`src/hdl/irbmc_pkg.sv`:
```
// ----------------------------------------------------------------------------
// irbmc_pkg
// Types and constants for the bi-phase infrared remote motor controller.
// ----------------------------------------------------------------------------
package irbmc_pkg;

	localparam int CFG_IDX_W = 3;

	typedef enum logic [CFG_IDX_W-1:0] {
		REG_SILENCE_TICKS      = 3'd0,
		REG_SAMPLE_DELAY_TICKS = 3'd1,
		REG_DUTY_LEVEL_ONE     = 3'd2,
		REG_DUTY_LEVEL_TWO     = 3'd3,
		REG_DUTY_LEVEL_THREE   = 3'd4,
		REG_DUTY_LEVEL_FOUR    = 3'd5
	} reg_index_t;

	localparam logic [7:0] SILENCE_TICKS_RST      = 8'd49;
	localparam logic [7:0] SAMPLE_DELAY_TICKS_RST = 8'd16;
	localparam logic [7:0] DUTY_LEVEL_ONE_RST     = 8'd5;
	localparam logic [7:0] DUTY_LEVEL_TWO_RST     = 8'd90;
	localparam logic [7:0] DUTY_LEVEL_THREE_RST   = 8'd180;
	localparam logic [7:0] DUTY_LEVEL_FOUR_RST    = 8'd250;

	localparam logic [7:0] TICK_MAX = 8'd255;

	// remote command codes
	localparam logic [5:0] CMD_DUTY_ONE   = 6'd1;
	localparam logic [5:0] CMD_DUTY_TWO   = 6'd2;
	localparam logic [5:0] CMD_DUTY_THREE = 6'd3;
	localparam logic [5:0] CMD_DUTY_FOUR  = 6'd4;
	localparam logic [5:0] CMD_DIR_A      = 6'd16;
	localparam logic [5:0] CMD_DIR_B      = 6'd17;
	localparam logic [5:0] CMD_DIR_C      = 6'd32;
	localparam logic [5:0] CMD_DIR_D      = 6'd33;
	localparam logic [5:0] CMD_STOP       = 6'd59;

	// direction flag patterns
	localparam logic [3:0] DIR_A    = 4'h6;
	localparam logic [3:0] DIR_B    = 4'h9;
	localparam logic [3:0] DIR_C    = 4'hA;
	localparam logic [3:0] DIR_D    = 4'h5;
	localparam logic [3:0] DIR_NONE = 4'h0;

	localparam logic [3:0] PINS_ALL   = 4'hF;
	localparam logic [3:0] MOTOR_A_MASK = 4'hC;
	localparam logic [3:0] MOTOR_B_MASK = 4'h3;

	typedef enum logic [4:0] {
		ST_SEARCH_ARM   = 5'b00001,
		ST_SEARCH_QUIET = 5'b00010,
		ST_SEARCH_EDGE  = 5'b00100,
		ST_READ_EDGE    = 5'b01000,
		ST_READ_SAMPLE  = 5'b10000
	} dec_state_t;

	typedef struct packed {
		logic [3:0] motor_pins;
		logic       frame_done;
		logic [5:0] command;
	} result_t;

endpackage

```
`src/hdl/ir_biphase_remote_motor_control.sv`:
```
// ----------------------------------------------------------------------------
// ir_biphase_remote_motor_control
// Bi-phase infrared remote decoder steering two motors through an 8-bit PWM.
// ----------------------------------------------------------------------------
//  channel   direction  handshake               payload
//  tick      in         tick_valid/tick_stall   ir_level
//  result    out        result_valid/result_stall  motor_pins, frame_done, command
//  cfg       in         cfg_valid/cfg_ready     cfg_index, cfg_data
//
//  one tick per clock cycle while tick_stall is low; the decoder and PWM state
//  update in the cycle a tick is taken, and the output stage registers its result.
//  a two-entry output stage (result register plus skid register) sets the
//  rate: tick_stall rises only while the skid register holds a result.
//  arst_n restores configuration and all registers but result data to defaults.
// ----------------------------------------------------------------------------
module ir_biphase_remote_motor_control (
	input  logic                           clk,
	input  logic                           arst_n,
	input  logic                           tick_valid,
	output logic                           tick_stall,
	input  logic                           ir_level,
	output logic                           result_valid,
	input  logic                           result_stall,
	output logic [3:0]                     motor_pins,
	output logic                           frame_done,
	output logic [5:0]                     command,
	input  logic                           cfg_valid,
	output logic                           cfg_ready,
	input  logic [irbmc_pkg::CFG_IDX_W-1:0] cfg_index,
	input  logic [7:0]                     cfg_data
);
	import irbmc_pkg::*;

	logic [7:0] silence_q, sample_delay_q, level_one_q, level_two_q;
	logic [7:0] level_three_q, level_four_q;

	logic [7:0] tick_q, pwm_q, shift_q, duty_a_q, duty_b_q;
	logic       last_q;
	logic [3:0] dir_q, pins_q;
	dec_state_t state_q;

	logic [7:0] tick_d, pwm_d, shift_d, duty_a_d, duty_b_d, tick_inc;
	logic       last_d, bit_d, done_d;
	logic [3:0] dir_d, pins_d;
	logic [5:0] code_d, cmd_d;
	dec_state_t state_d;

	result_t res_d, out_q, skid_q;
	logic    out_valid_q, skid_valid_q, acc, out_fire;

	assign cfg_ready  = 1'b1;
	assign tick_stall = skid_valid_q;
	assign acc        = tick_valid && !skid_valid_q;
	assign out_fire   = out_valid_q && !result_stall;

	// configuration registers
	always_ff @(posedge clk or negedge arst_n) begin
		if (!arst_n) begin
			silence_q      <= SILENCE_TICKS_RST;
			sample_delay_q <= SAMPLE_DELAY_TICKS_RST;
			level_one_q    <= DUTY_LEVEL_ONE_RST;
			level_two_q    <= DUTY_LEVEL_TWO_RST;
			level_three_q  <= DUTY_LEVEL_THREE_RST;
			level_four_q   <= DUTY_LEVEL_FOUR_RST;
		end else if (cfg_valid && cfg_ready) begin
			unique case (cfg_index)
				REG_SILENCE_TICKS:      silence_q      <= cfg_data;
				REG_SAMPLE_DELAY_TICKS: sample_delay_q <= cfg_data;
				REG_DUTY_LEVEL_ONE:     level_one_q    <= cfg_data;
				REG_DUTY_LEVEL_TWO:     level_two_q    <= cfg_data;
				REG_DUTY_LEVEL_THREE:   level_three_q  <= cfg_data;
				REG_DUTY_LEVEL_FOUR:    level_four_q   <= cfg_data;
				default: ;
			endcase
		end
	end

	// pwm update
	always_comb begin
		bit_d    = ~ir_level;
		tick_inc = (tick_q == TICK_MAX) ? tick_q : tick_q + 8'd1;
		pwm_d    = pwm_q + 8'd1;
		pins_d   = (pwm_d == 8'd0) ? PINS_ALL : pins_q;
		if (pwm_d == duty_a_q)
			pins_d = pins_d & ~(dir_q & MOTOR_A_MASK);
		if (pwm_d == duty_b_q)
			pins_d = pins_d & ~(dir_q & MOTOR_B_MASK);
	end

	// frame decoder
	always_comb begin
		tick_d   = tick_inc;
		state_d  = state_q;
		last_d   = last_q;
		shift_d  = shift_q;
		dir_d    = dir_q;
		duty_a_d = duty_a_q;
		duty_b_d = duty_b_q;
		done_d   = 1'b0;
		code_d   = ~shift_q[6:1];
		cmd_d    = 6'd0;
		unique case (state_q)
			ST_SEARCH_ARM: begin
				tick_d  = 8'd0;
				state_d = ST_SEARCH_QUIET;
				last_d  = bit_d;
			end
			ST_SEARCH_QUIET: begin
				if (bit_d != last_q)
					state_d = ST_SEARCH_ARM;
				else if (tick_inc > silence_q)
					state_d = ST_SEARCH_EDGE;
			end
			ST_SEARCH_EDGE: begin
				if (bit_d != last_q) begin
					state_d = ST_READ_SAMPLE;
					tick_d  = 8'd0;
					shift_d = 8'd0;
				end
			end
			ST_READ_EDGE: begin
				if (bit_d != last_q) begin
					last_d  = bit_d;
					state_d = ST_READ_SAMPLE;
					tick_d  = 8'd0;
				end else if (tick_inc > silence_q) begin
					done_d  = 1'b1;
					cmd_d   = code_d;
					state_d = ST_SEARCH_ARM;
					case (code_d)
						CMD_DIR_B: dir_d = DIR_B;
						CMD_DIR_A: dir_d = DIR_A;
						CMD_DIR_C: dir_d = DIR_C;
						CMD_DIR_D: dir_d = DIR_D;
						CMD_STOP:  dir_d = DIR_NONE;
						CMD_DUTY_ONE: begin
							duty_a_d = level_one_q;
							duty_b_d = level_one_q;
						end
						CMD_DUTY_TWO: begin
							duty_a_d = level_two_q;
							duty_b_d = level_two_q;
						end
						CMD_DUTY_THREE: begin
							duty_a_d = level_three_q;
							duty_b_d = level_three_q;
						end
						CMD_DUTY_FOUR: begin
							duty_a_d = level_four_q;
							duty_b_d = level_four_q;
						end
						default: ;
					endcase
				end
			end
			ST_READ_SAMPLE: begin
				if (tick_inc > sample_delay_q) begin
					state_d = ST_READ_EDGE;
					last_d  = bit_d;
					shift_d = {shift_q[6:0], bit_d};
				end
			end
			default: state_d = ST_SEARCH_ARM;
		endcase
		res_d = '{motor_pins: pins_d, frame_done: done_d, command: cmd_d};
	end

	always_ff @(posedge clk or negedge arst_n) begin
		if (!arst_n) begin
			tick_q   <= 8'd0;
			pwm_q    <= 8'd0;
			state_q  <= ST_SEARCH_ARM;
			last_q   <= 1'b0;
			shift_q  <= 8'd0;
			dir_q    <= DIR_NONE;
			duty_a_q <= 8'd0;
			duty_b_q <= 8'd0;
			pins_q   <= PINS_ALL;
		end else if (acc) begin
			tick_q   <= tick_d;
			pwm_q    <= pwm_d;
			state_q  <= state_d;
			last_q   <= last_d;
			shift_q  <= shift_d;
			dir_q    <= dir_d;
			duty_a_q <= duty_a_d;
			duty_b_q <= duty_b_d;
			pins_q   <= pins_d;
		end
	end

	// output register and skid register
	always_ff @(posedge clk or negedge arst_n) begin
		if (!arst_n) begin
			out_valid_q  <= 1'b0;
			skid_valid_q <= 1'b0;
		end else if (acc) begin
			if (!out_valid_q || out_fire)
				out_valid_q <= 1'b1;
			else
				skid_valid_q <= 1'b1;
		end else if (out_fire) begin
			if (skid_valid_q)
				skid_valid_q <= 1'b0;
			else
				out_valid_q <= 1'b0;
		end
	end

	always_ff @(posedge clk) begin
		if (acc) begin
			if (!out_valid_q || out_fire)
				out_q <= res_d;
			else
				skid_q <= res_d;
		end else if (out_fire && skid_valid_q) begin
			out_q <= skid_q;
		end
	end

	assign result_valid = out_valid_q;
	assign motor_pins   = out_q.motor_pins;
	assign frame_done   = out_q.frame_done;
	assign command      = out_q.command;

	a_skid_behind_out : assert property (@(posedge clk) disable iff (!arst_n)
		skid_valid_q |-> out_valid_q)
		else $error("skid register holds a result while output register is empty");

	a_accept_gives_result : assert property (@(posedge clk) disable iff (!arst_n)
		acc |=> out_valid_q)
		else $error("accepted tick produced no pending result");

	a_frame_end_rearms : assert property (@(posedge clk) disable iff (!arst_n)
		(acc && done_d) |=> (state_q == ST_SEARCH_ARM))
		else $error("decoder did not rearm the search after frame end");

endmodule
```
`config.mk`:
```
export PLATFORM = sky130hd
export DESIGN_NAME = ir_biphase_remote_motor_control
export DESIGN_NICKNAME = d
export VERILOG_FILES = /design/src/hdl/irbmc_pkg.sv /design/src/hdl/ir_biphase_remote_motor_control.sv
export SDC_FILE = /design/constraint.sdc
export NUM_CORES = 1
export LEC_CHECK = 0
export ABC_AREA = 1
export BUFFER_PORTS_ARGS = -buffer_cell sky130_fd_sc_hd__buf_2
export CORE_UTILIZATION = 55
export DETAILED_ROUTE_END_ITERATION = 12
export GPL_TIMING_DRIVEN = 0
export PLACE_DENSITY = 0.77
export SYNTH_ARGS = -nofsm -noshare
export SYNTH_HDL_FRONTEND = slang
export SYNTH_SLANG_ARGS = --single-unit
```
`constraint.sdc`:
```
create_clock -name clk -period 4.32 [get_ports clk]
set_clock_uncertainty 0.05 [all_clocks]
set_input_delay 0.432 -clock clk [delete_from_list [all_inputs] [get_ports clk]]
set_output_delay 0.432 -clock clk [all_outputs]
set_load 0.03 [all_outputs]
```
==> summary.txt, run 1 <==
Finish
  • # fillers: roughly 840
  • Commonest non-fill, non-tap cells in the layout: 232 x nand2_1, 86 x inv_1, 73 x o21ai_0
  • # nets final: 815
  • Most common cell after layout, fill and taps aside: nand2_1
  • Utilization after layout: 66.7%
  • Layout area overhead: 16.0%
  • Layout cells sized above 1: 15.0%
  • N_diodes: 0

Floorplan
  • Initial core utilization: 57.5%
  • Die width: 107 µm
  • Core Rows: 37
  • Die H: 107 µm
  • Area of the core: approximately 10000 µm²
  • Total Die Area: 11400 µm²
  • Boundary Pins: 31

Logic synthesis
  • Syn nets: 765
  • Gate Count Post-Synth: 730
  • Synth Warn #: 0
  • Flops & latches, synth: 117
  • Mapped Avg Cell Area: 8.24 µm²
  • Yosys cell types: 39
  • Syn Std Cell Area: 6010 µm²
  • Post-synthesis sequential area ratio: 51.0%

Worst setup path
  • CP top delay family: simple AND/OR/NAND/NOR gates
  • Crit path from: tick_q[0]
  • Buffers and inverters on the worst path: 2
  • CP Cell Sequence: ha_1 -> nand2_1 -> nor3_1 -> nand2_1 -> nor2_4 -> inv_1 -> nand2_1 -> xor2_1 -> inv_1 -> ha_1 -> a21oi_1 -> nor2_1 -> nor3_1 -> nand2_1 -> nand2_1 -> nand2_1 -> nand3_1 -> nand2_1 -> nand2_1
  • CP required: roughly 4700 ps
  • CP peak stage delay: 400 ps
  • WS Path Type: flop to flop
  • Type of origin of the critical path: flop
  • FF-to-FF Start: tick_q[0]
  • Most used cell, CP: nand2_1
  • CP Capture Type: flop
  • R2R Path End: state_q[4]
  • Worst r2r path cells: 19
  • Critical path depth: 19
  • R2R setup slack: ~770 ps
  • CP max FO: 6
  • Slowest CP cell: dfrtp_1
  • Worst EP arrival: about 4000 ps

Outcome
  • Status: finished, final reports clean

Timing
  • Hold slack final: 143 ps
  • Achievable Freq: between 200 and 300 MHz
  • Setup TNS: 0 ps
  • Final WS setup: 771 ps
  • Slew HR: 28.5%
  • Max Slew Vio Count: 0
  • Post-route minimum period: roughly 3500 ps
  • RSZ-0062 raised after global routing: false
  • Setup violations, final: 0
  • Tcrit/Tclk final: 82.2%
  • Hold Fails Final Rpt: 0
  • Worst-margin pin slew: 1070 ps

Drt
  • DRT antenna net count: 0
  • Post-DR wirelength/cell: 14.7 µm
  • Drt via density: 5.52
  • Vias: 5131
  • DRT Pass-1 Iters: 5
  • Iteration-0 DRC Markers: 378
  • Number of remaining DRC errors: 0
  • Total routed wirelength: ~14 mm

Clocking
  • CTS tree: built
  • CTS H-tree depth: 4
  • Root buf cell: clkbuf_8
  • Clock Path Buffers: 2
  • Post-CTS sizing: 0
  • Worst-path clk slew: 50 ps
  • Cts bufs inserted: 17
  • Setup Buffers After CTS: 0
  • Clk_lat worst skew: 520 ps
  • Clock Sink Count: about 120

Power and ir drop
  • Leakage dissipation: about 0.0034 µW
  • PwrDens: 606 nW/µm²
  • VDD IR max: 0.365 mV

Placed design
  • Post-DP HPWL: approximately 10 mm
  • Dpl ws: 884 ps
  • Gpl congestion: 0.923
  • I/O Buffers: 29

Global routing
  • First-pass GRT wire length: between 20 and 25 mm
  • Grt total ovfl: 0
  • Initial antenna violation count: 0
  • Largest net degree at the start of global routing: 64
  • Vias in the first global route: approximately 5000
  • Overall Global Routing Usage: 26.6%

Hold path
  • Worst hold endpoint: tick_stall
  • Hold_sp: result_stall
  • Cells on Worst Hold Path: 3
  • Hold Path Class: primary input to flop

Flow run
  • Max Cap Viol: 0
-- cell families after synthesis --
| logic type | count (synthesis) | synth area share, % |
|---|---|---|
| compound gates | 102 | 9.36 |
| xor+xnor | 8 | 1.17 |
| simple gates | 375 | 27.7 |
| fa+ha+maj | 18 | 3.74 |
| flops | 117 | 51.0 |
| buf+inv | 109 | 6.95 |
| other cells | 1 | 0.0623 |
-- cell usage after synthesis --
cell	number	share of area, %
nand3_1	64	5.3
and2_1	4	0.42
nand4_2	2	0.42
buf_2	3	0.25
dfrtp_1	70	29
nor2_2	4	0.42
inv_1	86	5.4
nand2_2	6	0.62
a21oi_2	1	0.15
clkbuf_1	11	0.69
nor3_4	1	0.27
o22ai_1	2	0.21
nand3_2	2	0.33
xnor2_1	3	0.44
o211ai_2	1	0.21
nor3_1	6	0.50
nand4_1	15	1.6
o2111ai_1	8	1.2
o21bai_1	1	0.12
o21ai_0	73	6.1
a21o_1	1	0.12
a22o_1	1	0.15
inv_2	6	0.37
and3_1	1	0.10
edfxtp_1	22	11
dfstp_2	25	11
nor2_4	3	0.56
buf_4	1	0.12
clkinv_1	1	0.062
a21oi_1	14	1.2
nor3_2	1	0.17
nor2_1	27	1.7
or2_2	2	0.21
clkbuf_2	1	0.083
nand2_1	232	14
xor2_1	5	0.73
conb_1	1	0.062
nand3b_1	5	0.62
ha_1	18	3.7
-- layer usage --
metal	routed length, µm	vias to the layer above	GRT usage [%]	share of wire [%]
li1	-	2493	-	-
met1	5880	2451	33.2	43
met2	6900	164	45.3	50
met3	693	23	5.96	5.1
met4	206	0	9.78	1.5
met5	0	-	0	0
-- per-stage QoR --
step,area (µm²),cells,total power (µW)
global route,6980,929,4470
global placement,6330,895,2710
CTS,6980,929,4230
finish,6980,929,4230
floorplan,6010,730,2450
detailed placement,6360,896,2780
-- worst min-delay path, cell delays in order --
cell and delay (ps):
buf_2 100, o21ai_0 80, o21ai_0 70
-- timing repair --
action                     in CTS  in global routing
hold endpoints to repair       27                  0
hold buffers                    1                  0
setup endpoints to repair       0                  0
-- how the worst max path moves through the flow --
stage	to	slack [ps]
6_report	state_q[4]	770
5_1_grt	state_q[2]	290
4_1_cts	state_q[4]	810
3_5_place_dp	command[1]	880
3_3_place_gp	state_q[1]	1020
2_1_floorplan	state_q[1]	1440
-- final cells by class --
cell class	count	area (µm²)	area share [%]
Buffer	16	68.8	0.986
Timing Repair Buffer	31	185	2.65
Tap cell	136	170	2.44
Multi-Input combinational cell	504	2530	36.2
Sequential cell	117	3070	44.0
Clock buffer	24	490	7.03
Clock inverter	8	119	1.70
Inverter	93	349	5.00
-- state kept, by name (all words and copies together), names as in the netlist --
signal / count
duty_b_q: 8
dir_q: 4
result_valid: 1
sample_delay_q: 8
state_q: 5
pins_q: 4
tick_stall: 1
level_one_q: 8
pwm_q: 8
last_q: 1
shift_q: 7
level_four_q: 8
skid_q: 11
command: 6
motor_pins: 4
tick_q: 8
level_two_q: 8
frame_done: 1
level_three_q: 8
silence_q: 8
-- report_power, final --
part           switching [µW]  internal (µW)
clock                     478            952
sequential                145           1430
combinational             833            391
total                    1460           2770
(Power assumes the default switching activity.)
==> run 2: changes to the inputs <==
- PLACE_DENSITY: 0.77 -> 0.8
- clock period: 4.32 -> 2.95 ns (I/O delays scaled with it)
==> summary.txt, run 2 (synthesis gave the netlist of run 1 again) <==
Outcome
  • Status: finished with violations
  • Failing checks: setup timing

Drt
  • Iteration-0 DRC Markers: 494
  • Post-DR wirelength/cell: 15.8 µm
  • Vias: 5303
  • Total routed wirelength: 14.8 mm
  • Number of remaining DRC errors: 0
  • DRT Pass-1 Iters: 8
  • DRT antenna net count: 0
  • Drt via density: 5.64

Clocking
  • Clk_lat worst skew: 530 ps
  • CTS tree: built
  • Worst-path clk slew: 60 ps
  • CTS H-tree depth: 4
  • Root buf cell: clkbuf_8
  • Cts bufs inserted: 17
  • Clock Sink Count: 117
  • Clock Path Buffers: 2

Worst setup path
  • CP Capture Type: flop
  • Most used cell, CP: nand2_2
  • CP required: around 3300 ps
  • CP peak stage delay: 370 ps
  • Worst EP arrival: 3330 ps
  • WS Path Type: flop to flop
  • CP max FO: 7
  • R2R setup slack: -50 ps
  • Slowest CP cell: dfrtp_1
  • Type of origin of the critical path: flop
  • CP Cell Sequence: ha_2 -> nand2_2 -> nor3_2 -> buf_4 -> buf_4 -> xor2_1 -> nor2_1 -> inv_1 -> ha_1 -> nand2_1 -> nor2_4 -> nand2_2 -> nand2_2 -> nand2_4 -> buf_6 -> nor2_4 -> nand2_2 -> o21ai_2
  • FF-to-FF Start: tick_q[0]
  • Worst r2r path cells: 18
  • R2R Path End: command[0]

Floorplan
  • Die H: about 110 µm
  • Initial core utilization: between 50% and 60%
  • Die width: 107 µm
  • Core Rows: 37
  • Boundary Pins: 31
  • Total Die Area: around 11000 µm²
  • Area of the core: between 10000 and 15000 µm²

Timing
  • Setup TNS: -240 ps
  • Post-route minimum period: 3000 ps
  • Hold Fails Final Rpt: 0
  • Achievable Freq: 334 MHz
  • Setup violations, final: 7
  • Tcrit/Tclk final: 102%
  • Slew HR: 27.3%
  • Worst-margin pin slew: 1090 ps
  • RSZ-0062 raised after global routing: true
  • Final WS setup: -48.5 ps
  • Max Slew Vio Count: 0

Placed design
  • DP Area: 6360 µm²
  • Placed instance count: between 800 and 900
  • I/O Buffers: 29
  • Gpl congestion: 0.845
  • Post-DP HPWL: 9.85 mm

Global routing
  • Overall Global Routing Usage: 28.0%
  • Largest net degree at the start of global routing: 76
  • First-pass GRT wire length: 24.5 mm
  • Vias in the first global route: 5230
  • Met2 usage in global routing: 48.2%
  • Initial antenna violation count: 0
  • GRT met1 Usage: 33.7%
  • Grt met3 use: 5.65%
  • Grt total ovfl: 0
  • Most Crowded Layer GR: met2

Hold path
  • Hold Path Class: primary input to flop
  • Hold_sp: ir_level
  • Worst hold endpoint: shift_q[0]
  • Cells on Worst Hold Path: 4

Finish
  • N_diodes: 0
  • Commonest non-fill, non-tap cells in the layout: 210 x nand2_1, 81 x inv_1, 70 x dfrtp_1
  • Utilization after layout: between 60% and 70%
  • Most common cell after layout, fill and taps aside: nand2_1
  • Layout area overhead: 20.6%
  • Design Area, Final: about 7300 µm²
  • Reg with most FFs: skid_q
  • Final non-filler cell total: 941
  • # fillers: 782
  • # nets final: 827
  • Layout cells sized above 1: 21.5%
  • Largest register FFs: 11

Power and ir drop
  • VDD IR max: 0.697 mV
  • Leakage dissipation: 0.00355 µW
  • PwrDens: between 800 and 900 nW/µm²

Flow run
  • Max Cap Viol: 0
==> run 2: cell types whose count changed in the layout (fill, tap and decap cells not counted), moves of 4 or more <==
cell      before  now
nand2_1      232  210
nand2_2        6   23
buf_4          2   11
o21ai_0       73   66
clkbuf_8       6    1
inv_1         86   81
nand2_4        0    5
o21ai_2        0    5
inv_2          6   10
==> run 2: stage by stage <==
step	setup slack, ps	hold WS, ps	total power [µW]
final	-48.5	49.6	6480
after floorplan	69.4	-50.6	3590
after CTS	14.0	22.2	6350
after detailed placement	-539	157	4080
after global placement	-384	406	3960
after global routing	-187	63.2	6820
==> run 2: metal layers <==
metal,share of wire (%),vias to the layer above
met1,41,2547
met2,51,197
li1,-,2519
met3,5.4,40
met4,2.2,0
met5,0,-
==> run 2: power breakdown <==
group,internal (µW),switching [µW]
sequential,2090,213
clock,1440,713
combinational,680,1340
==> run 2: critical path: cells and delay by family, from the launching register on <==
kind / cells / cell delay (ps)
AND/OR/NAND/NOR: 10 / 1250
adder cells (fa/ha/maj): 2 / 480
buffers and inverters: 4 / 480
flip-flops: 1 / 370
AO/OA/AOI/OAI: 1 / 130
XOR/XNOR: 1 / 70
==> run 2: how the worst max path moves through the flow <==
stage,from,endpoint,depth (start not counted)
2_1_floorplan,tick_q[0],state_q[1],19
6_report,tick_q[0],command[0],18
3_3_place_gp,tick_q[0],state_q[1],19
5_1_grt,tick_q[1],command[0],19
4_1_cts,tick_q[0],duty_b_q[0],19
3_5_place_dp,tick_q[0],duty_b_q[0],19
==> run 2: area by class of cell <==
class	instances	area [µm²]	share of cell area [%]
Sequential cell	117	3070	42.3
Multi-Input combinational cell	504	2700	37.2
Clock buffer	20	425	5.86
Inverter	93	352	4.85
Timing Repair Buffer	43	285	3.93
Clock inverter	12	184	2.53
Tap cell	136	170	2.35
Buffer	16	68.8	0.948
==> run 2: what timing repair did <==
action	4_1_cts	5_1_grt
endpoints found under the setup margin	39	38
endpoints found under the hold margin	75	0
buffers inserted	6	6
pin swaps	8	16
gates resized for setup	14	48
hold buffers	2	0
==> run 3: changes to the inputs <==
- RECOVER_POWER: unset -> 50
==> summary.txt, run 3 (synthesis gave the netlist of run 1 again) <==
Finish
  • Layout cells sized above 1: between 20% and 30%
  • Largest register FFs: 11
  • N_diodes: 0
  • Most common cell after layout, fill and taps aside: nand2_1
  • # nets final: 827
  • Commonest non-fill, non-tap cells in the layout: 210 x nand2_1, 81 x inv_1, 70 x dfrtp_1
  • Layout area overhead: 20.2%
  • Design Area, Final: 7230 µm²
  • Reg with most FFs: skid_q

Power and ir drop
  • Clock Power Share: 33.3%
  • Flop pwr share: 35.5%
  • Tot Pwr: 6480 µW
  • PwrDens: 897 nW/µm²
  • VDD IR max: 0.703 mV
  • Net Sw Power: between 2000 and 2500 µW
  • Leakage dissipation: around 0.0035 µW
  • Sw Ratio: 35.1%
  • Share of total power in combinational logic: 31.1%
  • Cell internal pwr: 4210 µW

Worst setup path
  • CP required: ~3300 ps
  • CP Cell Sequence: ha_2 -> nand2_2 -> nor3_2 -> buf_4 -> buf_4 -> xor2_1 -> nor2_1 -> inv_1 -> ha_1 -> nand2_1 -> nor2_4 -> nand2_2 -> nand2_2 -> nand2_4 -> buf_6 -> nor2_4 -> nand2_2 -> o21ai_2
  • Worst EP arrival: 3330 ps
  • Buffers and inverters on the worst path: 4
  • CP Capture Type: flop
  • WS Path Type: flop to flop
  • CP top delay family: simple AND/OR/NAND/NOR gates
  • Slowest CP cell: dfrtp_1
  • CP peak stage delay: 370 ps
  • Type of origin of the critical path: flop
  • CP max FO: 7
  • Most used cell, CP: nand2_2

Floorplan
  • Die H: 107 µm
  • Initial core utilization: a little under three fifths
  • Area of the core: 10500 µm²
  • Boundary Pins: 31
  • Core Rows: 37
  • Die width: 107 µm
  • Total Die Area: 11400 µm²

Timing
  • Final WS setup: -48.9 ps
  • Setup TNS: -248 ps
  • Tcrit/Tclk final: 102%
  • Setup violations, final: 7
  • Worst-margin pin slew: between 1000 and 1500 ps
  • Max Slew Vio Count: 0
  • Hold slack final: between 50 and 60 ps
  • Achievable Freq: 333 MHz
  • Slew HR: 23.4%
  • RSZ-0062 raised after global routing: true
  • Post-route minimum period: 3000 ps
  • Hold Fails Final Rpt: 0

Global routing
  • Largest net degree at the start of global routing: 76
  • First-pass GRT wire length: 24.5 mm
  • Overall Global Routing Usage: 28.0%
  • Grt total ovfl: 0
  • Initial antenna violation count: 0
  • Vias in the first global route: 5230

Flow run
  • Max Cap Viol: 0

Drt
  • DRT Pass-1 Iters: 7
  • Iteration-0 DRC Markers: 501
  • Number of remaining DRC errors: 0
  • Vias: ~5400
  • Post-DR wirelength/cell: 15.8 µm
  • Total routed wirelength: between 10 and 15 mm
  • Drt via density: approximately 5.7
  • DRT antenna net count: 0

Placed design
  • Gpl congestion: 0.845
  • Post-DP HPWL: between 9 and 10 mm
  • DP Area: around 6400 µm²
  • I/O Buffers: 29

Clocking
  • Clk_lat worst skew: between 500 and 600 ps
  • Clock Path Buffers: 2
  • Cts bufs inserted: 17
  • Root buf cell: clkbuf_8
  • Clock Sink Count: 117
  • Worst-path clk slew: 60 ps
  • CTS tree: built
  • CTS H-tree depth: 4

Outcome
  • Status: finished with violations
  • Failing checks: setup timing

Hold path
  • Hold Path Class: primary input to flop
-- run 3: cell count changes in the layout (fill, tap and decap cells not counted), sizes merged --
| cell | before | now |
|---|---|---|
| buf | 45 | 40 |
| clkbuf | 32 | 37 |
-- run 3: what timing repair did --
action                                  CTS  global route
cloned                                    0             0
endpoints found under the setup margin   39            38
hold endpoints to repair                 75             0
pin swaps                                 8            16
setup buffers                             6             6
gates resized for setup                  14            48
hold buffers                              2             0
-- run 3: cell type report --
type,instances,area [µm²]
plain buffers,16,68.8
clock buffers,20,425
clock inverters,12,184
fillers,789,3230
inverters,93,352
multi-input cells,504,2700
flip-flops and latches,117,3070
well taps,136,170
repair buffers,43,258
-- run 3: per-layer routing --
metal	part of all wire (%)	vias up	wire length (µm)	global-route usage [%]
met2	52	227	7690	48.2
li1	-	2518	-	-
met4	2.0	0	291	12.6
met3	5.9	35	881	5.65
met1	40	2576	5990	33.7
met5	0	-	0	0
-- run 3: path summary, 6_finish.rpt --
path | startpoint | endpoint | slack [ps] | cells past startpoint
max in group asynchronous | arst_n | tick_q[3] | 710 | 3
setup / recovery | tick_q[0] | command[2] | -50 | 18
hold / removal | ir_level | shift_q[0] | 50 | 4
setup reg to reg | tick_q[0] | command[2] | -50 | 18
hold reg to reg | pins_q[0] | pins_q[0] | 420 | 2
min in group asynchronous | arst_n | pwm_q[7] | 460 | 2
-- run 3: metrics by stage --
stage	utilization, %	instances	setup WS, ps
5_1_grt	69.1	941	-187
3_5_place_dp	60.8	896	-539
6_report	69.1	941	-48.9
2_1_floorplan	-	730	69.4
3_3_place_gp	60.5	895	-384
4_1_cts	67.8	936	14.0
-- run 3: power by group through the flow --
stage	clock network (µW)	logic, µW	registers, µW
final	2160	2020	2300
after global routing	2230	2240	2340
after CTS	2170	1880	2300
after detailed placement	0	1760	2320
after global placement	0	1660	2300
after floorplan	0	1180	2410
-- run 3: tightest hold or removal path: stages --
cell and delay, ps:
buf_2 110, nor2_1 50, nand3_1 80, nand2_1 60
